File: src/design/itch_pkg.sv
// Package with the shared types, codes and lookup function of the message parser.
package itch_pkg;

    localparam int OFFSET_BITS = 48;
    localparam logic [47:0] DAY_NS = 48'd86400000000000;

    // Error codes carried on the result.
    typedef enum logic [3:0] {
        ERR_NONE      = 4'd0,
        ERR_TYPE      = 4'd1,
        ERR_LENGTH    = 4'd2,
        ERR_TIMESTAMP = 4'd3,
        ERR_EVENT     = 4'd4,
        ERR_SIDE      = 4'd5,
        ERR_PRINTABLE = 4'd6,
        ERR_TEXT      = 4'd7,
        ERR_PREFIX    = 4'd8,
        ERR_PAYLOAD   = 4'd9,
        ERR_AFTER_END = 4'd10
    } t_err;

    // Framing phase of the stream.
    typedef enum logic [1:0] {
        PH_LEN_HI  = 2'd0,
        PH_LEN_LO  = 2'd1,
        PH_PAYLOAD = 2'd2
    } t_phase;

    // Result of the byte decoder for one payload byte.
    typedef struct packed {
        logic        set_err;
        t_err        err;
        logic        ts_err;
        logic        sh_locate;
        logic        sh_tracking;
        logic        sh_ts;
        logic        sh_order;
        logic        sh_second;
        logic        sh_shares;
        logic        sh_price;
        logic        sh_symbol;
        logic        set_detail;
        logic [2:0]  detail;
    } t_dec;

    // Expected payload length per message type; zero marks an unknown type.
    function automatic logic [5:0] expected_length(input logic [7:0] t);
        case (t)
            8'h53: expected_length = 6'd12; // S
            8'h52: expected_length = 6'd39; // R
            8'h41: expected_length = 6'd36; // A
            8'h46: expected_length = 6'd40; // F
            8'h45: expected_length = 6'd31; // E
            8'h43: expected_length = 6'd36; // C
            8'h58: expected_length = 6'd23; // X
            8'h44: expected_length = 6'd19; // D
            8'h55: expected_length = 6'd35; // U
            8'h50: expected_length = 6'd44; // P
            8'h48: expected_length = 6'd25; // H
            8'h59: expected_length = 6'd20; // Y
            8'h4C: expected_length = 6'd26; // L
            8'h56: expected_length = 6'd35; // V
            8'h57: expected_length = 6'd12; // W
            8'h4B: expected_length = 6'd28; // K
            8'h4A: expected_length = 6'd35; // J
            8'h68: expected_length = 6'd21; // h
            8'h51: expected_length = 6'd40; // Q
            8'h42: expected_length = 6'd19; // B
            8'h49: expected_length = 6'd50; // I
            8'h4E: expected_length = 6'd20; // N
            default: expected_length = 6'd0;
        endcase
    endfunction

endpackage

File: src/design/itch_message_parser.sv
// Top level of the byte-serial ITCH frame parser with a registered result stage.
//
//  Channel | Direction | Handshake             | Payload
//  in      | input     | i_valid / o_ready     | i_data_byte, i_end_of_stream
//  out     | output    | o_valid / i_ready     | o_message_type ... o_error_offset
//
// One byte is taken per cycle while o_ready is high; each byte updates the frame state.
// A result appears in the output register the cycle after the frame's last byte.
// The input stalls only while a result is held and the output is stalled.
// Synchronous active-low reset clears the framing, offsets and halt flag.
// After an error or end of stream the block takes bytes but gives no result.
module itch_message_parser
    import itch_pkg::*;
(
    input  logic        i_clk,
    input  logic        i_rst_n,
    input  logic        i_valid,
    output logic        o_ready,
    input  logic [7:0]  i_data_byte,
    input  logic        i_end_of_stream,
    output logic        o_valid,
    input  logic        i_ready,
    output logic [7:0]  o_message_type,
    output logic [15:0] o_stock_locate,
    output logic [15:0] o_tracking_number,
    output logic [46:0] o_time_ns,
    output logic [63:0] o_order_ref,
    output logic [63:0] o_second_ref,
    output logic [31:0] o_shares,
    output logic [31:0] o_price,
    output logic [63:0] o_symbol,
    output logic [2:0]  o_detail,
    output logic [3:0]  o_error_code,
    output logic [47:0] o_error_offset
);

    t_phase                 r_phase, n_phase;
    logic [15:0]            r_len, n_len;
    logic [15:0]            r_pos, n_pos;
    logic [OFFSET_BITS-1:0] r_off, n_off;
    logic [OFFSET_BITS-1:0] r_fstart, n_fstart;
    logic [OFFSET_BITS-1:0] r_pstart, n_pstart;
    logic [7:0]             r_type, n_type;
    logic [15:0]            r_loc, n_loc;
    logic [15:0]            r_trk, n_trk;
    logic [47:0]            r_ts, n_ts;
    logic [63:0]            r_ord, n_ord;
    logic [63:0]            r_sec, n_sec;
    logic [31:0]            r_shr, n_shr;
    logic [31:0]            r_prc, n_prc;
    logic [63:0]            r_sym, n_sym;
    logic [2:0]             r_det, n_det;
    t_err                   r_err, n_err;
    logic [OFFSET_BITS-1:0] r_eoff, n_eoff;
    logic                   r_ended, n_ended;
    logic                   r_halt, n_halt;

    logic                   r_ovalid;
    logic                   emit;
    logic [3:0]             e_code;
    logic [47:0]            e_off;
    logic                   e_fail;
    logic                   accept;
    t_dec                   dec;
    logic [5:0]             exp_len;
    logic [47:0]            ts_next;

    assign o_ready = !r_ovalid || i_ready;
    assign accept  = i_valid && o_ready;
    assign o_valid = r_ovalid;

    itch_field_decode u_dec (
        .i_pos  (r_pos),
        .i_type (r_type),
        .i_byte (i_data_byte),
        .o_dec  (dec)
    );

    assign exp_len = expected_length(i_data_byte);
    assign ts_next = {r_ts[39:0], i_data_byte};

    // Next state of the framing and held fields for one accepted item.
    always_comb begin
        n_phase = r_phase; n_len = r_len; n_pos = r_pos; n_off = r_off;
        n_fstart = r_fstart; n_pstart = r_pstart; n_type = r_type;
        n_loc = r_loc; n_trk = r_trk; n_ts = r_ts; n_ord = r_ord; n_sec = r_sec;
        n_shr = r_shr; n_prc = r_prc; n_sym = r_sym; n_det = r_det;
        n_err = r_err; n_eoff = r_eoff; n_ended = r_ended; n_halt = r_halt;
        emit = 1'b0; e_code = ERR_NONE; e_off = '0; e_fail = 1'b0;
        if (accept && !r_halt) begin
            if (i_end_of_stream) begin
                n_halt = 1'b1;
                if (!r_ended && r_phase != PH_LEN_HI) begin
                    emit = 1'b1; e_fail = 1'b1;
                    e_code = (r_phase == PH_LEN_LO) ? ERR_PREFIX : ERR_PAYLOAD;
                    e_off = 48'(r_fstart);
                end
            end else begin
                n_off = r_off + 1'b1;
                if (r_ended) begin
                    n_halt = 1'b1; emit = 1'b1; e_fail = 1'b1;
                    e_code = ERR_AFTER_END; e_off = 48'(r_off);
                end else if (r_phase == PH_LEN_LO) begin
                    n_len = {r_len[7:0], i_data_byte};
                    if (n_len == 16'd0) begin
                        n_ended = 1'b1; n_phase = PH_LEN_HI;
                    end else begin
                        n_phase = PH_PAYLOAD; n_pos = '0; n_pstart = n_off;
                        n_type = '0; n_loc = '0; n_trk = '0; n_ts = '0; n_ord = '0;
                        n_sec = '0; n_shr = '0; n_prc = '0; n_sym = '0; n_det = '0;
                        n_err = ERR_NONE; n_eoff = '0;
                    end
                end else if (r_phase != PH_PAYLOAD) begin
                    n_phase = PH_LEN_LO; n_fstart = r_off;
                    n_len = {8'd0, i_data_byte};
                end else begin
                    if (r_pos == 16'd0) begin
                        n_type = i_data_byte;
                        if (exp_len == 6'd0) begin
                            n_err = ERR_TYPE; n_eoff = r_off;
                        end else if (r_len != {10'd0, exp_len}) begin
                            n_err = ERR_LENGTH; n_eoff = r_off;
                        end
                        if (i_data_byte == "E") n_det = 3'd1;
                    end else if (r_err == ERR_NONE) begin
                        if (dec.sh_locate)   n_loc = {r_loc[7:0], i_data_byte};
                        if (dec.sh_tracking) n_trk = {r_trk[7:0], i_data_byte};
                        if (dec.sh_ts)       n_ts = ts_next;
                        if (dec.sh_order)    n_ord = {r_ord[55:0], i_data_byte};
                        if (dec.sh_second)   n_sec = {r_sec[55:0], i_data_byte};
                        if (dec.sh_shares)   n_shr = {r_shr[23:0], i_data_byte};
                        if (dec.sh_price)    n_prc = {r_prc[23:0], i_data_byte};
                        if (dec.sh_symbol)   n_sym = {r_sym[55:0], i_data_byte};
                        if (dec.set_detail)  n_det = dec.detail;
                        if (dec.ts_err && ts_next >= DAY_NS) begin
                            n_err = ERR_TIMESTAMP;
                            n_eoff = r_pstart + OFFSET_BITS'(5);
                        end else if (dec.set_err) begin
                            n_err = dec.err; n_eoff = r_off;
                        end
                    end
                    n_pos = r_pos + 1'b1;
                    if (n_pos >= r_len) begin
                        n_phase = PH_LEN_HI; emit = 1'b1;
                        if (n_err != ERR_NONE) begin
                            e_fail = 1'b1; n_halt = 1'b1;
                            e_code = n_err; e_off = 48'(n_eoff);
                        end
                    end
                end
            end
        end
    end

    // State registers.
    always_ff @(posedge i_clk) begin
        if (!i_rst_n) begin
            r_phase <= PH_LEN_HI; r_len <= '0; r_pos <= '0; r_off <= '0;
            r_fstart <= '0; r_pstart <= '0; r_type <= '0; r_loc <= '0;
            r_trk <= '0; r_ts <= '0; r_ord <= '0; r_sec <= '0; r_shr <= '0;
            r_prc <= '0; r_sym <= '0; r_det <= '0; r_err <= ERR_NONE;
            r_eoff <= '0; r_ended <= 1'b0; r_halt <= 1'b0;
        end else begin
            r_phase <= n_phase; r_len <= n_len; r_pos <= n_pos; r_off <= n_off;
            r_fstart <= n_fstart; r_pstart <= n_pstart; r_type <= n_type;
            r_loc <= n_loc; r_trk <= n_trk; r_ts <= n_ts; r_ord <= n_ord;
            r_sec <= n_sec; r_shr <= n_shr; r_prc <= n_prc; r_sym <= n_sym;
            r_det <= n_det; r_err <= n_err; r_eoff <= n_eoff;
            r_ended <= n_ended; r_halt <= n_halt;
        end
    end

    // Output valid flag.
    always_ff @(posedge i_clk) begin
        if (!i_rst_n) begin
            r_ovalid <= 1'b0;
        end else if (emit) begin
            r_ovalid <= 1'b1;
        end else if (i_ready) begin
            r_ovalid <= 1'b0;
        end
    end

    // Output payload register.
    always_ff @(posedge i_clk) begin
        if (emit) begin
            o_message_type    <= e_fail ? 8'd0  : n_type;
            o_stock_locate    <= e_fail ? 16'd0 : n_loc;
            o_tracking_number <= e_fail ? 16'd0 : n_trk;
            o_time_ns         <= e_fail ? 47'd0 : n_ts[46:0];
            o_order_ref       <= e_fail ? 64'd0 : n_ord;
            o_second_ref      <= e_fail ? 64'd0 : n_sec;
            o_shares          <= e_fail ? 32'd0 : n_shr;
            o_price           <= e_fail ? 32'd0 : n_prc;
            o_symbol          <= e_fail ? 64'd0 : n_sym;
            o_detail          <= e_fail ? 3'd0  : n_det;
            o_error_code      <= e_code;
            o_error_offset    <= e_off;
        end
    end

    // A halted block never raises a new result.
    a_halt_quiet: assert property (@(posedge i_clk) disable iff (!i_rst_n)
        r_halt |=> !emit) else $error("result after halt");
    // A clean result carries a zero offset.
    a_ok_off: assert property (@(posedge i_clk) disable iff (!i_rst_n)
        (o_valid && o_error_code == ERR_NONE) |-> (o_error_offset == 48'd0))
        else $error("offset on clean result");
    // Payload position stays below the frame length inside a payload.
    a_pos: assert property (@(posedge i_clk) disable iff (!i_rst_n)
        (r_phase == PH_PAYLOAD) |-> (r_pos < r_len)) else $error("position overrun");
    // An unaccepted result stays valid.
    a_hold: assert property (@(posedge i_clk) disable iff (!i_rst_n)
        (o_valid && !i_ready) |=> o_valid) else $error("result dropped");

endmodule

File: src/design/itch_field_decode.sv
// Combinational decoder that maps one payload byte to field updates and checks.
module itch_field_decode
    import itch_pkg::*;
(
    input  logic [15:0] i_pos,
    input  logic [7:0]  i_type,
    input  logic [7:0]  i_byte,
    output t_dec        o_dec
);

    function automatic logic in_rng(input logic [15:0] p, input int lo, input int n);
        in_rng = (p >= 16'(lo)) && (p < 16'(lo + n));
    endfunction

    logic txt_bad;
    logic is_afp;

    assign txt_bad = (i_byte < 8'd32) || (i_byte > 8'd126);
    assign is_afp  = (i_type == "A") || (i_type == "F") || (i_type == "P");

    // Field routing per message type and payload position.
    always_comb begin
        o_dec = '0;
        o_dec.err = ERR_NONE;
        if (i_pos >= 16'd1 && i_pos <= 16'd2) begin
            o_dec.sh_locate = 1'b1;
        end else if (i_pos >= 16'd3 && i_pos <= 16'd4) begin
            o_dec.sh_tracking = 1'b1;
        end else if (i_pos >= 16'd5 && i_pos <= 16'd10) begin
            o_dec.sh_ts = 1'b1;
            o_dec.ts_err = (i_pos == 16'd10);
        end else if (i_pos > 16'd10) begin
            if (i_type == "S") begin
                if (i_pos == 16'd11) begin
                    o_dec.set_detail = 1'b1;
                    case (i_byte)
                        "O": o_dec.detail = 3'd0;
                        "S": o_dec.detail = 3'd1;
                        "Q": o_dec.detail = 3'd2;
                        "M": o_dec.detail = 3'd3;
                        "E": o_dec.detail = 3'd4;
                        "C": o_dec.detail = 3'd5;
                        default: begin
                            o_dec.set_detail = 1'b0;
                            o_dec.set_err = 1'b1;
                            o_dec.err = ERR_EVENT;
                        end
                    endcase
                end
            end else if (i_type == "R") begin
                if (in_rng(i_pos, 11, 8)) begin
                    o_dec.sh_symbol = 1'b1;
                    o_dec.set_err = txt_bad;
                    o_dec.err = ERR_TEXT;
                end else if (in_rng(i_pos, 21, 4)) begin
                    o_dec.sh_shares = 1'b1;
                end else if (in_rng(i_pos, 27, 2)) begin
                    o_dec.set_err = txt_bad;
                    o_dec.err = ERR_TEXT;
                end
            end else if (is_afp) begin
                if (in_rng(i_pos, 11, 8)) begin
                    o_dec.sh_order = (i_type != "P");
                end else if (i_pos == 16'd19) begin
                    if (i_byte != "B" && i_byte != "S") begin
                        o_dec.set_err = 1'b1;
                        o_dec.err = ERR_SIDE;
                    end else begin
                        o_dec.set_detail = (i_type != "P");
                        o_dec.detail = (i_byte == "B") ? 3'd0 : 3'd1;
                    end
                end else if (in_rng(i_pos, 20, 4)) begin
                    o_dec.sh_shares = 1'b1;
                end else if (in_rng(i_pos, 24, 8)) begin
                    o_dec.sh_symbol = 1'b1;
                    o_dec.set_err = txt_bad;
                    o_dec.err = ERR_TEXT;
                end else if (in_rng(i_pos, 32, 4)) begin
                    o_dec.sh_price = 1'b1;
                end else if (i_type == "F" && in_rng(i_pos, 36, 4)) begin
                    o_dec.set_err = txt_bad;
                    o_dec.err = ERR_TEXT;
                end else if (i_type == "P" && in_rng(i_pos, 36, 8)) begin
                    o_dec.sh_second = 1'b1;
                end
            end else if (i_type == "E" || i_type == "C") begin
                if (in_rng(i_pos, 11, 8)) begin
                    o_dec.sh_order = 1'b1;
                end else if (in_rng(i_pos, 19, 4)) begin
                    o_dec.sh_shares = 1'b1;
                end else if (in_rng(i_pos, 23, 8)) begin
                    o_dec.sh_second = 1'b1;
                end else if (i_type == "C" && i_pos == 16'd31) begin
                    if (i_byte != "Y" && i_byte != "N") begin
                        o_dec.set_err = 1'b1;
                        o_dec.err = ERR_PRINTABLE;
                    end else begin
                        o_dec.set_detail = 1'b1;
                        o_dec.detail = (i_byte == "Y") ? 3'd1 : 3'd0;
                    end
                end else if (i_type == "C" && in_rng(i_pos, 32, 4)) begin
                    o_dec.sh_price = 1'b1;
                end
            end else if (i_type == "X" || i_type == "D") begin
                if (in_rng(i_pos, 11, 8)) begin
                    o_dec.sh_order = 1'b1;
                end else if (i_type == "X" && in_rng(i_pos, 19, 4)) begin
                    o_dec.sh_shares = 1'b1;
                end
            end else if (i_type == "U") begin
                if (in_rng(i_pos, 11, 8)) begin
                    o_dec.sh_order = 1'b1;
                end else if (in_rng(i_pos, 19, 8)) begin
                    o_dec.sh_second = 1'b1;
                end else if (in_rng(i_pos, 27, 4)) begin
                    o_dec.sh_shares = 1'b1;
                end else if (in_rng(i_pos, 31, 4)) begin
                    o_dec.sh_price = 1'b1;
                end
            end
        end
    end

endmodule

File: config.mk
export PLATFORM = sky130hd
export DESIGN_NAME = itch_message_parser
export DESIGN_NICKNAME = d
export VERILOG_FILES = /design/src/design/itch_pkg.sv /design/src/design/itch_message_parser.sv /design/src/design/itch_field_decode.sv
export SDC_FILE = /design/constraint.sdc
export NUM_CORES = 2
export LEC_CHECK = 0
export BUFFER_PORTS_ARGS = -buffer_cell sky130_fd_sc_hd__buf_4
export CAP_MARGIN = 20
export CORE_MARGIN = 2
export CORE_UTILIZATION = 32
export DETAILED_ROUTE_END_ITERATION = 8
export HOLD_SLACK_MARGIN = 0.06
export PLACE_DENSITY_LB_ADDON = 0.1
export SYNTH_ARGS = -nofsm -noshare
export SYNTH_HDL_FRONTEND = slang
export SYNTH_SLANG_ARGS = --single-unit
File: constraint.sdc
create_clock -name i_clk -period 32.1 [get_ports i_clk]
set_input_delay 4.815 -clock i_clk [delete_from_list [all_inputs] [get_ports i_clk]]
set_output_delay 4.815 -clock i_clk [all_outputs]
set_load 0.01 [all_outputs]
==> flow_summary.ini <==
[run_status]
status = finished, final reports clean

[power]
pwr-share-comb_pct = 4.0
switching_power_uw = 637
p_clk_share_pct = 48.9
p_sw_share_pct = 23.0
power.leakage_nw = 20.8
seqPwrFrac_pct = 47.1
internal_power_mw = 2.13
powerDensity_mw_per_mm2 = 52.7
max-vdd-ir-drop_v = 0.0000380

[route]
drt-total-wl_mm = 149
routed_via_density = 5.30
routedWlPerCell_um = 22.9
antenna_left = 0
drc_errors = 0
drtIter0Drc = 2770
first_pass_iters = 6
vias = 34500

[floorplanning]
die_area_mm2 = 0.141
initial_core_util_pct = 32.2
coreArea_mm2 = 0.137
fp.dieH_um = 376
dieWidth_um = 376
num_io_pins = 413
rows = 136

[worst_setup_path]
cp.required_ps = 27280
critPathBufInv = 2
end_kind = primary output
path_delay_family = buffers and inverters
arrival_ps = 5240
crit_path_max_incr_delay_ps = 160
cp_slowest_cell = nand2b_1
cp_cell_sequence = buf_4 -> nand2b_1 -> buf_4
cp_max_fo = 3
cpMostUsedCell = buf_4
crit_type = in2out
setup.worst_path.start_class = input pin

[finish]
nets = 4650
fillCellCount = 13600
drive_above_1_share_pct = 15.2
mostFrequentLayoutCells = 579 x dfxtp_1, 467 x nand2_1, 465 x buf_4
multi_input_area_mm2 = 0.0189
fin_cells = 6505
layout_commonest_cell = dfxtp_1
syn2layout_area_growth_pct = 18.6
finish.instance_area_mm2 = 0.0525
register_area_mm2 = 0.0235
diodes = 0

[synth]
synth_top_area_share_pct = 27.0
synth-edff-count = 398
ys_top_cells_by_area = edfxtp_1 27%, dfxtp_1 26%, and2_1 5.4%, and3_1 5.3%, a22o_1 4.1%
synth_warnings = 0
async_reset_ff_share_pct = 0
synth-seq-cells = 977
synth.net_count = 4461
synth.largest_area_cell = edfxtp_1
ys.flop_type = dfxtp_1
syn_area_mm2 = 0.0443
avgSynthCellArea_um2 = 10.0
netlist_instances = 4421
ys_types = 82
ys_seq_area_share_pct = 53.2

[place]
placed_cell_area_mm2 = 0.0485
gp_congestion = 0.875
dp_cells = 6282
dpl.hpwl_mm = 92.1
port_buffers = 412
place_ws_ps = 22040

[grt]
grt_util_all_layers_pct = 20.3
grt_busiest_layer = met2
grt_pass1_wl_mm = 221
antenna_found_initial = 4
grt-ovfl-total = 0
grt_use_met3_pct = 2.91
met1_usage_pct = 28.0
grt_max_degree = 218
grtUsageMet2_pct = 33.2
grt_pass1_vias = 33300

[sta]
timing.fmax_mhz = 99.5
relSlewSlack_pct = 22.8
worst_slew_pin_slew_ps = 1160
fin_ws_ps = 22050
report.final.slew_viol_count = 0
period_share_pct = 31.3
rsz0062_at_grt = false
tns_ps = 0
setup_viol = 0
fin_crit_ps = 10050
finalHoldViolations = 0
fin_skew_ps = 28.4

[clock_network]
insertion_delay_ps = 740
cts.sinks = 977
cts_tree = built
clock_path_buffers = 3
hold_buffers = 0
clk_pin_slew_worst_paths_ps = 50
cts_resized = 0
cts_root_buf = clkbuf_16
cts_buffers = 115
h-tree-depth = 3
cts_setup_buffers = 0

[job]
cap_violations = 0

[hold_path]
hold_path_class = reg2reg
area by class of cell:
cell class	instances	share of cell area, %
clock buffers	167	6.28
well taps	1794	4.28
repair buffers	474	7.01
multi-input cells	2991	36.1
clock inverters	51	1.15
inverters	51	0.379
flip-flops and latches	977	44.8
synthesized netlist by cell type, drive strengths merged, types with 16 or more instances:
cell type	n
a211oi	26
o22ai	34
clkbuf	328
a21oi	63
a22o	208
nand2	470
xor2	50
nand3	82
ha	27
nor3b	16
nor4	26
a21boi	83
nor2	112
a22oi	173
o21ai	314
nor3	68
edfxtp	398
a21o	31
dfxtp	579
o211a	51
buf	74
or3	29
and3	373
xnor2	90
and2	385
nand4	33
nor2b	43
inv	50
state kept, by name, indices dropped and copies added (netlist names), 32 cells and up:
signal / flops
r_eoff: 48
o_time_ns: 47
o_error_offset: 48
o_shares: 32
o_price: 32
r_prc: 32
r_shr: 32
r_off: 48
r_sym: 64
r_sec: 64
o_symbol: 64
r_ts: 47
o_order_ref: 64
o_second_ref: 64
r_pstart: 48
r_ord: 64
r_fstart: 48
cell families (layout without fill, tap and decap cells):
| group | Yosys count | after routing | share of synthesized area (%) |
|---|---|---|---|
| buffers and inverters | 453 | 743 | 4.45 |
| adders and majority gates | 27 | 27 | 0.763 |
| AOI/OAI and AO/OA | 1101 | 1101 | 17.6 |
| and+or+nand+nor | 1703 | 1703 | 20.7 |
| xor gates and xnor gates | 140 | 140 | 2.77 |
| muxes | 20 | 20 | 0.469 |
| DFF | 977 | 977 | 53.2 |
per-stage QoR:
step / utilization [%] / power, mW / hold slack [ps]
final: 38.2 / 2.77 / 457
after global routing: 38.2 / 2.86 / 471
after CTS: 38.1 / 2.81 / 456
after detailed placement: 35.3 / 1.44 / 443
after global placement: 35.3 / 1.44 / 432
after floorplan: - / 1.39 / 420
worst reg2reg max path: stages (launching register included):
cell	delay [ps]
dfxtp_1	490
ha_1	550
nand4_1	430
nor2_1	440
and3_1	270
nand3_1	100
xnor2_1	260
ha_1	300
and4_1	220
a221o_1	300
a221oi_1	380
o21ai_0	140
a41oi_1	470
nor2_1	170
o21ba_2	230
o21ai_0	160
buf_4	220
inv_8	210
buf_12	600
path summary, 6_finish.rpt:
check                          to  depth (start not counted)        from  slack, ps
hold / removal         r_eoff[26]                          2  r_eoff[26]        460
setup reg to reg  o_order_ref[33]                         18    r_pos[0]      25370
setup / recovery          o_ready                          3     i_ready      22050
hold reg to reg        r_eoff[26]                          2  r_eoff[26]        460
power by group through the flow:
stage                     sequential [mW]  clock (mW)  combinational [mW]
final                                1.30        1.35               0.110
after global routing                 1.30        1.44               0.118
after CTS                            1.30        1.39               0.110
after detailed placement             1.33           0               0.110
after global placement               1.33           0               0.110
after floorplan                      1.33           0              0.0584
per-layer routing:
metal	wire, um	up-vias
li1	-	16400
met1	68800	17100
met4	3320	4
met5	21	-
met2	70000	840
met3	6630	186
Power figures use the tool's default switching activity.
